$ cat config.mk
export PLATFORM = sky130hd
export DESIGN_NAME = freefall_interval_detector
export DESIGN_NICKNAME = d
export VERILOG_FILES = /design/src/rtl/core/fid_pkg.sv /design/src/rtl/core/fid_cfg_regs.sv /design/src/rtl/core/fid_core.sv /design/src/rtl/core/freefall_interval_detector.sv
export SDC_FILE = /design/constraint.sdc
export NUM_CORES = 1
export LEC_CHECK = 0
export BUFFER_PORTS_ARGS = -buffer_cell sky130_fd_sc_hd__buf_4
export CORE_MARGIN = 1.5
export CORE_UTILIZATION = 65
export DETAILED_ROUTE_END_ITERATION = 10
export GPL_TIMING_DRIVEN = 0
export HOLD_SLACK_MARGIN = 0.12
export MAX_ROUTING_LAYER = met4
export PLACE_DENSITY = 0.86
export REMOVE_ABC_BUFFERS = 1
export SYNTH_ARGS = -nofsm -noshare
export SYNTH_HDL_FRONTEND = slang
export SYNTH_SLANG_ARGS = --single-unit
$ cat constraint.sdc
create_clock -name clk -period 11.5 [get_ports clk]
set_input_delay 1.725 -clock clk [delete_from_list [all_inputs] [get_ports clk]]
set_output_delay 1.725 -clock clk [all_outputs]
set_load 0.05 [all_outputs]
$ cat src/rtl/core/fid_pkg.sv
package fid_pkg;

  // Field widths of the sample and result requests.
  localparam int unsigned ACCEL_W = 32;
  localparam int unsigned TIME_W  = 32;

  // Configuration register indexes.
  localparam int unsigned CFG_IDX_W = 1;
  localparam logic [CFG_IDX_W-1:0] REG_ACCEL_THRESHOLD = 1'd0;
  localparam logic [CFG_IDX_W-1:0] REG_MIN_DURATION    = 1'd1;

  // Fixed-point constants in Q15.16.
  localparam logic signed [ACCEL_W-1:0] ACCEL_DEFAULT_MIN = 32'sd642679; // 9.8065
  localparam logic signed [ACCEL_W-1:0] ACCEL_TEN         = 32'sd655360; // 10.0

  typedef struct packed {
    logic signed [ACCEL_W-1:0] accel_sample;
    logic [TIME_W-1:0]         sample_time;
    logic                      last_sample;
  } in_item_t;

  typedef struct packed {
    logic [TIME_W-1:0]         longest_duration;
    logic signed [ACCEL_W-1:0] run_min_accel;
  } out_item_t;

  typedef struct packed {
    logic signed [ACCEL_W-1:0] accel_threshold;
    logic [TIME_W-1:0]         min_duration;
  } cfg_t;

endpackage

$ cat src/rtl/core/fid_cfg_regs.sv
module fid_cfg_regs (
  input  logic                           clk,
  input  logic                           rst_n,
  input  logic                           wr_en,
  input  logic [fid_pkg::CFG_IDX_W-1:0]  wr_index,
  input  logic [31:0]                    wr_data,
  output fid_pkg::cfg_t                  cfg
);

  fid_pkg::cfg_t cfg_r;

  // Register file; every index in range names a register.
  always_ff @(posedge clk) begin
    if (!rst_n) begin
      cfg_r.accel_threshold <= '0;
      cfg_r.min_duration    <= '0;
    end else if (wr_en) begin
      unique case (wr_index)
        fid_pkg::REG_ACCEL_THRESHOLD: cfg_r.accel_threshold <= wr_data;
        fid_pkg::REG_MIN_DURATION:    cfg_r.min_duration    <= wr_data;
        default: ;
      endcase
    end
  end

  assign cfg = cfg_r;

endmodule

$ cat src/rtl/core/fid_core.sv
module fid_core (
  input  logic               clk,
  input  logic               rst_n,
  input  logic               go,
  input  fid_pkg::in_item_t  item,
  input  fid_pkg::cfg_t      cfg,
  output fid_pkg::out_item_t result
);

  logic                                 batch_started_r, batch_started_nxt;
  logic                                 in_run_r, in_run_nxt;
  logic [fid_pkg::TIME_W-1:0]           run_start_r, run_start_nxt;
  logic [fid_pkg::TIME_W-1:0]           run_duration_r, run_duration_nxt;
  logic signed [fid_pkg::ACCEL_W-1:0]   run_min_r, run_min_nxt;
  logic [fid_pkg::TIME_W-1:0]           best_duration_r, best_duration_nxt;
  logic signed [fid_pkg::ACCEL_W-1:0]   best_min_r, best_min_nxt;

  logic signed [fid_pkg::ACCEL_W-1:0]   base_min;
  logic [fid_pkg::TIME_W-1:0]           dur;
  logic signed [fid_pkg::ACCEL_W-1:0]   rmin;
  logic                                 below;
  logic                                 qualify;

  // One sample's update of the run and best-run trackers.
  always_comb begin
    base_min = batch_started_r ? run_min_r : item.accel_sample;
    below    = item.accel_sample < cfg.accel_threshold;

    run_start_nxt     = run_start_r;
    in_run_nxt        = in_run_r;
    dur               = run_duration_r;
    rmin              = base_min;
    best_duration_nxt = best_duration_r;
    best_min_nxt      = best_min_r;

    if (below) begin
      if (!in_run_r) begin
        run_start_nxt = item.sample_time;
        in_run_nxt    = 1'b1;
      end else begin
        dur = item.sample_time - run_start_r;
        if (item.accel_sample < base_min) begin
          rmin = item.accel_sample;
        end
      end
    end else begin
      rmin       = fid_pkg::ACCEL_TEN;
      dur        = '0;
      in_run_nxt = 1'b0;
    end

    qualify = below && (dur > cfg.min_duration) && (dur > best_duration_r);
    if (qualify) begin
      best_duration_nxt = dur;
      best_min_nxt      = rmin;
    end

    run_duration_nxt  = dur;
    run_min_nxt       = rmin;
    batch_started_nxt = 1'b1;

    result.longest_duration = best_duration_nxt;
    result.run_min_accel    = best_min_nxt;
  end

  // State registers; the last sample of a batch returns them to reset values.
  always_ff @(posedge clk) begin
    if (!rst_n || (go && item.last_sample)) begin
      batch_started_r <= 1'b0;
      in_run_r        <= 1'b0;
      run_start_r     <= '0;
      run_duration_r  <= '0;
      run_min_r       <= '0;
      best_duration_r <= '0;
      best_min_r      <= fid_pkg::ACCEL_DEFAULT_MIN;
    end else if (go) begin
      batch_started_r <= batch_started_nxt;
      in_run_r        <= in_run_nxt;
      run_start_r     <= run_start_nxt;
      run_duration_r  <= run_duration_nxt;
      run_min_r       <= run_min_nxt;
      best_duration_r <= best_duration_nxt;
      best_min_r      <= best_min_nxt;
    end
  end

endmodule

$ cat src/rtl/core/freefall_interval_detector.sv
// Data path: a sample request is accepted into the input register, and the core
// processes it from there; a batch result is registered in the result register
// when its last sample leaves the input register.
// Throughput: one sample per cycle; the input stalls only while the consumer holds back
// a finished result in the output register and the held sample also ends a batch.
// Reset: synchronous, active low; clears the run state, configuration and valids.
module freefall_interval_detector (
  input  logic                          clk,
  input  logic                          rst_n,
  input  logic                          in_valid,
  output logic                          in_stall,
  input  fid_pkg::in_item_t             in_data,
  output logic                          out_valid,
  input  logic                          out_stall,
  output fid_pkg::out_item_t            out_data,
  input  logic                          cfg_valid,
  output logic                          cfg_ready,
  input  logic [fid_pkg::CFG_IDX_W-1:0] cfg_index,
  input  logic [31:0]                   cfg_data
);

  fid_pkg::cfg_t      cfg;
  fid_pkg::in_item_t  s1_item_r;
  logic               s1_valid_r;
  fid_pkg::out_item_t result;
  fid_pkg::out_item_t out_data_r;
  logic               out_valid_r;
  logic               out_free;
  logic               go;
  logic               in_take;

  assign cfg_ready = 1'b1;

  fid_cfg_regs u_cfg (
    .clk      (clk),
    .rst_n    (rst_n),
    .wr_en    (cfg_valid && cfg_ready),
    .wr_index (cfg_index),
    .wr_data  (cfg_data),
    .cfg      (cfg)
  );

  // The held sample moves on unless it ends a batch and the consumer is stalling a valid result.
  assign out_free = !out_valid_r || !out_stall;
  assign go       = s1_valid_r && (!s1_item_r.last_sample || out_free);
  assign in_stall = s1_valid_r && !go;
  assign in_take  = in_valid && !in_stall;

  // Input register.
  always_ff @(posedge clk) begin
    if (!rst_n) begin
      s1_valid_r <= 1'b0;
    end else if (in_take) begin
      s1_valid_r <= 1'b1;
    end else if (go) begin
      s1_valid_r <= 1'b0;
    end
  end

  always_ff @(posedge clk) begin
    if (in_take) begin
      s1_item_r <= in_data;
    end
  end

  fid_core u_core (
    .clk    (clk),
    .rst_n  (rst_n),
    .go     (go),
    .item   (s1_item_r),
    .cfg    (cfg),
    .result (result)
  );

  // Result register.
  always_ff @(posedge clk) begin
    if (!rst_n) begin
      out_valid_r <= 1'b0;
    end else if (go && s1_item_r.last_sample) begin
      out_valid_r <= 1'b1;
    end else if (!out_stall) begin
      out_valid_r <= 1'b0;
    end
  end

  always_ff @(posedge clk) begin
    if (go && s1_item_r.last_sample) begin
      out_data_r <= result;
    end
  end

  assign out_valid = out_valid_r;
  assign out_data  = out_data_r;

endmodule

======== After elaboration in Yosys (flattened, before gate mapping) ========
Index checks and enable logic that the tools add are counted.
word-level totals
  register bits after elaboration ......... 357
  input port bits ......................... 103
  output and inout port bits .............. 67
  logic and storage cells ................. 56
operators by class
  $add $sub $neg .......................... 1
  $lt $le $gt $ge ......................... 4
  equality and inequality tests ........... 1
  muxes and demuxes ....................... 13
  bitwise logic cells ..................... 2
  reduce and logical (&&, ||, !) cells .... 19
operators with widths
  operator              count
  $mux W32              8
  $gt A32 B32 Y1        2
  $lt A32 B32 Y1        2
  $sub A32 B32 Y32      1
  $logic_and A1 B1 Y1   6
  $logic_not A1 Y1      6
  $mux W1               5
  $reduce_and A2 Y1     2
  $logic_or A1 B1 Y1    3
  $reduce_and A3 Y1     1
  $ne A2 B1 Y1 const B  1
  $not A1 Y1            2
  $reduce_bool A2 Y1    1

======== Depth between registers and ports, before layout ========
Gate-level depths: netlist (run 1).
  word-level depth ........................ 9
  mapped depth ............................ 24
  gate-level depth less buffers ........... 22

======== Hierarchy ========
A second synthesis (run 1) with hierarchy kept.
second synthesis, totals
  cells, all modules ...................... 1959
  area total of the unflattened synthesis .. 18846.8 µm²
by module, submodules not included
  module                      instances  cells an instance  area each (µm²)  sequential area each (µm²)
  fid_core                    1          1572               12428.2          3243.1
  freefall_interval_detector  1          142                3980.1           3913.8
  fid_cfg_regs                1          245                2438.6           1281.2

======== Worst setup path after synthesis (run 1) ========
No wires, ideal clock.
  path kind ............................... input-to-reg
  from .................................... in out_stall
  to ...................................... reg s1_item_r[0] in the netlist's numbering (enable)
  setup time .............................. 0.495 ns
  arrival time ............................ 4.998 ns
  data required time ...................... 11.005 ns
  path slack .............................. 6.008 ns
  cell stages on the path ................. 3
  buffers on the path ..................... 0
  path through ............................ nand3_1 > nor2_1 > nor2b_1
on the way
  longest elaborated chain between the ends .. 8
RTL lines
  element               line                              text
  start, declared       freefall_interval_detector.sv:14  input logic out_stall,
  $logic_not A1 Y1      --
  $logic_or A1 B1 Y1    freefall_interval_detector.sv:44  assign out_free = !out_valid_r || !out_stall;
  $logic_or A1 B1 Y1    freefall_interval_detector.sv:45  assign go = s1_valid_r && (!s1_item_r.last_sample || out_free);
  $logic_and A1 B1 Y1   freefall_interval_detector.sv:45
  $logic_not A1 Y1      freefall_interval_detector.sv:46  assign in_stall = s1_valid_r && !go;
  $logic_and A1 B1 Y1   freefall_interval_detector.sv:46
  net in_stall          freefall_interval_detector.sv:11  output logic in_stall,
  $logic_not A1 Y1      freefall_interval_detector.sv:47  assign in_take = in_valid && !in_stall;
  $logic_and A1 B1 Y1   freefall_interval_detector.sv:47
  net in_take           freefall_interval_detector.sv:30  logic in_take;
  end signal, assigned  freefall_interval_detector.sv:62  s1_item_r <= in_data;
  end, declared         freefall_interval_detector.sv:23  fid_pkg::in_item_t s1_item_r;
The timed path passes the listed nets, and every way through them passes these cells.
A chain may end at the register's enable or synchronous reset.

======== Worst setup path after layout (run 1) ========
  from .................................... reg s1_item_r[12] in the netlist's numbering
  to ...................................... reg u_core.best_min_r[8] in the netlist's numbering
on the way
  longest elaborated chain between the ends .. 7
  elaborated cells between the ends (all ways) .. 8
  those cells by class .................... 1 x add/sub; 2 x order compare; 3 x mux; 2 x reduce/logical
RTL lines
  element                   line            text
  $sub A32 B32 Y32 *        fid_core.sv:41  dur = item.sample_time - run_start_r;
  $mux W32 *                fid_core.sv:37  if (!in_run_r) begin
  $mux W32 *                fid_core.sv:36  if (below) begin
  net u_core.dur (one bit)  fid_core.sv:19  logic [fid_pkg::TIME_W-1:0] dur;
  $gt A32 B32 Y1            fid_core.sv:52  qualify = below && (dur > cfg.min_duration) && (dur > best_duration_r);
  $logic_and A1 B1 Y1       fid_core.sv:52
  $logic_and A1 B1 Y1 *     fid_core.sv:52
  $mux W32 *                fid_core.sv:53  if (qualify) begin
  end signal, assigned      fid_core.sv:75  best_min_r <= fid_pkg::ACCEL_DEFAULT_MIN;
  end signal, assigned      fid_core.sv:83  best_min_r <= best_min_nxt;
  end, declared             fid_core.sv:16  logic signed [fid_pkg::ACCEL_W-1:0] best_min_r, best_min_nxt;
The timed path passes the listed nets; every way through them passes the cells marked *.

==> metrics.txt, run 1 <==
status=complete, no violations; First-pass DRT Iterations=6; IO Port Bufs=168; number of remaining DRC errors=0; Hold Crit Class=flip-flop to flip-flop; CTS tree=built; first-pass GRT wire length=78.4 mm; 1st-iter DRT viols=1470; non-filler cells, final=2656; Post-CTS Setup Inserts=0; Worst setup SP type=flip-flop; fin util=76.1%; cell count after synthesis=2123; number of synthesized flops with an enable pin=129; worst hold start=u_core.run_duration_r[11]; crit-path max cell delay=1.01 ns; max-slew violation count=0; Clock Skew=0.0239 ns; Compound-Gate Fraction of Synth Area=18.5%; Area Overhead vs Synth=15.2%; Final Hold Fails=0; crit end category=flip-flop; power per cell area=145 mW/mm^2; fmax=0.127 GHz; final wirelength=49.0 mm; dpl cells=2582; Synth top area share=24.0%; HPWL Detailed=33.6 mm; total clock sinks=357; main area contributors after synthesis=dfxtp_1 (24%), edfxtp_1 (20%), ha_1 (10%); critical path required time=11.92 ns; Synth area leader=dfxtp_1; largest family of logic cells by synthesized area=compound AO/OA/AOI/OAI gates; worst hold margin=0.449 ns; Die W=174 um; Reg2Reg Depth=20; yosys warns=0; Vias=16.2k; WP data arrival=8.27 ns; Initial Util=66.1%; RR Startpoint=s1_item_r[12]; Seq cells post-synth=357; Leak=8.22 nW; most common cell in the netlist=nand2_1; largest net degree at the start of global routing=90; CORE AREA=0.0288 mm^2; Worst R2R Setup Slack=3.65 ns; Syn Area/Cell=8.96 um^2; slew margin rel.=6.75%; Rows=62; Tcrit/Tclk final=68.2%; CTS Root Cell=clkbuf_16; ys async rst share=0%; fin nets=2499; CP max FO=39; fin crit period=7.85 ns; Layout Cell Area excl Fill=0.0219 mm^2; post-cts sizing count=0; ys flop type=dfxtp_1; H-tree depth=2; layout cells sized above 1=14.1%; Die Area=0.0303 mm^2; grt total ovfl=0; critical path type=flip-flop to flip-flop; Final setup viols=0; Placed Area=0.0206 mm^2; io pins=170; RSZ-0062 raised after global routing=false; Post-Synth Simple-Gate Area=16.0%; mapped cell area=0.0190 mm^2; Power Total=0.00317 W; worst vdd ir=166 uV; crit path launch=s1_item_r[12]; Routed wire per std cell=18.4 um; mux cell area share after synthesis=4.38%; post-synthesis sequential area ratio=44.4%; Synth Area in Adders=10.3%; initial antenna violation count=2; clock-pin slew on the worst setup and hold paths=0.06 ns; All-Layer GR Usage=32.9%; top post-synthesis cells by count=nand2_1 (421), dfxtp_1 (228), a21oi_1 (166); Worst-Margin Slew=1.40 ns; Hold Path End=u_core.run_duration_r[11]; Buf/Inv on CP=0; CTS buffer count=39; antenna-violating nets left=0; most frequent CP cell=o21ai_0; Crit Reg-Reg Endpoint=u_core.best_min_r[8]; chip height=174 um; vias in the first global route=15.8k; Post-Synth XOR/XNOR Area=0.645%; CP cell instances=ha_1, and4_1, nand3_1, a2111oi_1, o31a_1, a2111oi_2, o21ai_0, a21boi_0, o31ai_1, and2_1, ha_1, nand4_1, nor4_1, nand3_1, o21ai_0, nor3_1, nor4_2, and2_2, nand2_1, o21ai_0; crit-path leading delay family=simple AND/OR/NAND/NOR gates; Synth cell types=76; GP Congestion=0.900; WHS Path Cells=2; max_cap viols=0; hold_buf cts=0; CP max-delay cell=a2111oi_1; CTS max path bufs=3; Skew-Pair Late Insertion Delay=0.54 ns; DR vias/cell=6.08
==> stage by stage <==
| stage | setup WS (ns) | TNS (ns) |
|---|---|---|
| 3_5_place_dp | 3.57 | 0 |
| 3_3_place_gp | -1.41 | -62.93 |
| 4_1_cts | 3.45 | 0 |
| 5_1_grt | 3.26 | 0 |
| 6_report | 3.65 | 0 |
| 2_1_floorplan | 2.95 | 0 |
==> power breakdown <==
part / switching (W) / internal [W]
registers: 0.0000326 / 0.00136
clock network: 0.000512 / 0.000720
logic: 0.000342 / 0.000209
==> cells in the final DEF (no fill, tap or decap), types with 9 or more instances in the layout <==
cell	Yosys	layout
nor3_1	33	32
xnor2_1	9	9
inv_1	165	164
nand2b_1	10	10
a21oi_1	166	166
nand3_1	68	68
o211ai_1	10	10
edfxtp_1	129	129
nor2_1	77	77
mux2_2	18	18
mux2i_1	63	63
dfxtp_1	228	226
o21ai_0	84	84
ha_1	155	155
o21a_1	19	19
a21o_1	13	13
clkbuf_16	0	41
buf_4	4	173
a211oi_1	23	23
a31oi_1	22	22
nand2_1	421	418
o211ai_2	18	18
a21boi_0	68	68
nand4_1	18	18
a211o_1	13	13
clkbuf_1	84	12
or3_1	20	20
o21ai_1	27	27
clkinv_2	0	9
==> kinds of logic (layout without fill, tap and decap cells) <==
family,after synthesis,in the layout
other,1,3
AOI/OAI and AO/OA,536,536
buffers and inverters,277,424
muxes,81,81
adders and majority gates,156,156
DFF,357,357
xor gates and xnor gates,14,14
and+or+nand+nor,701,701
==> worst max path at each step <==
| stage | endpoint | depth (start not counted) |
|---|---|---|
| floorplan | out_data[0] | 16 |
| global placement | out_data[48] | 16 |
| detailed placement | u_core.best_min_r[8] | 18 |
| CTS | u_core.best_min_r[8] | 18 |
| global route | u_core.best_min_r[8] | 20 |
| finish | u_core.best_min_r[8] | 20 |
==> per-layer routing <==
metal / track usage [%] / vias to the layer above / wire length (um)
met5: - / - / 0
met4: 11.6 / 0 / 1440
met3: 4.16 / 114 / 3280
met2: 53.8 / 618 / 23300
met1: 42.2 / 7700 / 21000
li1: - / 7722 / -
==> sequential cells by signal, summed over array words and instances, names as in the netlist <==
signal and count:
s1_item_r 65, out_data 64, u_cfg.cfg 64, u_core.best_duration_r 32
u_core.best_min_r 32, u_core.run_duration_r 32, u_core.run_min_r 32, u_core.run_start_r 32
out_valid 1, s1_valid_r 1, u_core.batch_started_r 1, u_core.in_run_r 1
==> worst reg2reg max path, cell delays in order, from the launching register on <==
cell and delay (ns):
edfxtp_1 0.40, ha_1 0.42, and4_1 0.26, nand3_1 0.12, a2111oi_1 1.01, o31a_1 0.34, a2111oi_2 0.12, o21ai_0 0.23
a21boi_0 0.19, o31ai_1 0.47, and2_1 0.24, ha_1 0.15, nand4_1 0.15, nor4_1 0.65, nand3_1 0.24, o21ai_0 0.20
nor3_1 0.08, nor4_2 0.46, and2_2 0.86, nand2_1 0.73, o21ai_0 0.43
==> final cells by class <==
type,instances,area [um^2]
Timing Repair Buffer,188,1580
Multi-Input combinational cell,1489,9530
Fill cell,2012,6870
Tap cell,384,480
Clock inverter,15,134
Clock buffer,56,1110
Sequential cell,357,8440
Inverter,165,622
Antenna cell,2,5.00
Note: power is estimated with default switching activity, not from simulation.
==> inputs of run 2 (changes only) <==
CORE_UTILIZATION = 60   (was 65)
PLACE_DENSITY = 0.8   (was 0.86)
clock period = 8 ns   (was 11.5 ns; I/O delays follow)
==> run 2 against run 1 <==
Against the previous run:
- setup slack got worse by 3.1 ns
- power is 44% higher
- die area up 8.2%
- first-iteration DRC count down 23%
- non-clock buffer count did not move
- critical path depth is the same
- sequential cell count is the same
- sequential power grew 44%
- core utilization fell by 6.2 points
- global-route usage down 3.0 points
- sequential share of layout area down 0.053 points
- largest cell class unchanged
- highest routed layer unchanged
==> metrics.txt, run 2 (synthesized netlist as in run 1, its figures left out) <==
Initial Util=60.6% (-5.5 points); Vias=16.0k (-1.1%); first-pass GRT wire length=77.0 mm (-1.8%); CTS tree=built; clock-pin slew on the worst setup and hold paths=0.06 ns (about the same); fin crit period=7.40 ns (-0.448 ns); First-pass DRT Iterations=5 (-1); DR vias/cell=5.97 (-1.8%); non-filler cells, final=2677 (+0.79%); 1st-iter DRT viols=1126 (-23%); Area Overhead vs Synth=15.4%; critical path required time=8.43 ns (-3.49 ns); GP Congestion=0.887 (-1.5%); Layout Cell Area excl Fill=0.0219 mm^2 (+0.14%); most frequent cells in the layout=nand2_1 (418), dfxtp_1 (226), buf_4 (175); Final setup viols=0 (unchanged); CP max FO=39 (unchanged); total clock sinks=357 (unchanged); chip height=181 um (+4.0%); largest net degree at the start of global routing=90 (unchanged); Crit Reg-Reg Endpoint=u_core.best_min_r[8]; Reg2Reg Depth=20 (unchanged); CORE AREA=0.0314 mm^2 (+9.1%); critical path type=flip-flop to flip-flop; Hold Crit Class=flip-flop to flip-flop; CTS Root Cell=clkbuf_16; Tcrit/Tclk final=92.5% (+24 points); Hold Path End=u_core.run_duration_r[11]; power per cell area=208 mW/mm^2 (+44%); Most flops, register=s1_item_r; max-slew violation count=0 (unchanged); Largest register FFs=65 (unchanged); CTS max path bufs=3 (unchanged); Skew-Pair Late Insertion Delay=0.54 ns (about the same); fmax=0.135 GHz (+6.0%); vias in the first global route=15.3k (-3.5%); HPWL Detailed=33.4 mm (-0.59%); Final Hold Fails=0 (unchanged); RSZ-0062 raised after global routing=false; io pins=170 (unchanged); crit end category=flip-flop; Worst setup SP type=flip-flop; WP data arrival=7.83 ns (-0.44 ns); hold_buf cts=0 (unchanged); Worst R2R Setup Slack=0.60 ns (-3.05 ns); layout cells sized above 1=14.2% (+0.038 points); Die W=181 um (+4.0%); grt total ovfl=0 (unchanged); CTS buffer count=39 (unchanged); status=complete, no violations; IO Port Bufs=168 (unchanged); number of remaining DRC errors=0 (unchanged); final wirelength=48.3 mm (-1.4%); Leak=8.22 nW (about the same); initial antenna violation count=2 (unchanged); H-tree depth=2 (unchanged); commonest non-fill, non-tap cell in the layout=nand2_1; fin nets=2499 (unchanged); Worst-Margin Slew=1.21 ns (-0.190 ns); slew margin rel.=19.3% (+13 points); worst hold start=u_core.run_duration_r[11]; Routed wire per std cell=18.0 um (-2.2%); All-Layer GR Usage=29.9% (-3.0 points); Placed Area=0.0206 mm^2 (about the same); RR Startpoint=s1_item_r[10]; worst vdd ir=161 uV (-3.2%); Die Area=0.0328 mm^2 (+8.2%); dpl cells=2600 (+0.70%); max_cap viols=0 (unchanged); Clock Skew=0.0272 ns (+0.00329 ns); Rows=65 (+4.8%); WHS Path Cells=2 (unchanged); antenna-violating nets left=0 (unchanged)
[run 2: cell count changes in the layout (fill, tap and decap cells not counted), moves of 2 or more]
cell        previous run  this run
buf_4                173       175
buf_6                  4         1
clkbuf_1              12         9
clkbuf_8               3         1
clkinv_1               0         4
clkinvlp_4             2         4
diode_2                2         4
[run 2: final cells by class]
cell class	count	area, um^2
multi-input combinational	1489	9540
fill	2436	9450
sequential	357	8440
timing repair buffer	188	1570
clock buffer	50	1050
inverter	165	622
tap	402	503
clock inverter	22	209
antenna	4	10.0
[run 2: power breakdown]
group	switching, W	total, W	internal (W)
logic	0.000492	0.000792	0.000301
registers	0.0000463	0.00200	0.00195
clock network	0.000743	0.00177	0.00103
total	0.00128	0.00457	0.00328
[run 2: what timing repair did]
item	4_1_cts	5_1_grt
gates resized for setup	0	1
endpoints found under the setup margin	0	19
hold endpoints to repair	0	0
buffers inserted	0	0
[run 2: how the worst max path moves through the flow]
stage | startpoint | endpoint | slack [ns] | cells after the start
final | s1_item_r[10] | u_core.best_min_r[8] | 0.60 | 20
after detailed placement | s1_item_r[9] | u_core.best_min_r[7] | 0.37 | 20
after global placement | s1_item_r[64] | out_data[48] | -5.01 | 16
after global routing | s1_item_r[10] | u_core.best_min_r[8] | 0.08 | 20
after floorplan | s1_item_r[64] | out_data[0] | -0.55 | 16
after CTS | s1_item_r[10] | u_core.best_min_r[8] | 0.28 | 20
[run 2: stage by stage]
stage / power (W) / util, % / hold slack [ns] / TNS [ns] / setup WS [ns]
floorplan: 0.00254 / - / 0.428 / -25.69 / -0.553
global placement: 0.00277 / 64.7 / 0.436 / -541.93 / -5.01
detailed placement: 0.00281 / 65.8 / 0.443 / 0 / 0.369
CTS: 0.00457 / 69.8 / 0.450 / 0 / 0.285
global route: 0.00474 / 69.9 / 0.467 / 0 / 0.0829
finish: 0.00457 / 69.9 / 0.450 / 0 / 0.600
[run 2: per-layer routing]
layer | global-route usage, % | wire [um]
met1 | 40.0 | 21900
met2 | 47.6 | 22400
met3 | 3.51 | 2640
met4 | 10.1 | 1440
met5 | - | 0
[run 2: critical path, cell delays in order (launching register included)]
cell	delay (ns)
edfxtp_1	0.41
ha_1	0.42
and4_1	0.25
nand3_1	0.12
a2111oi_1	0.97
o31a_1	0.36
a2111oi_2	0.13
o21ai_0	0.26
a21boi_0	0.17
o31ai_1	0.37
and2_1	0.23
ha_1	0.15
nand4_1	0.17
nor4_1	0.62
nand3_1	0.24
o21ai_0	0.20
nor3_1	0.09
nor4_2	0.48
and2_4	0.58
nand2_1	0.64
o21ai_0	0.44
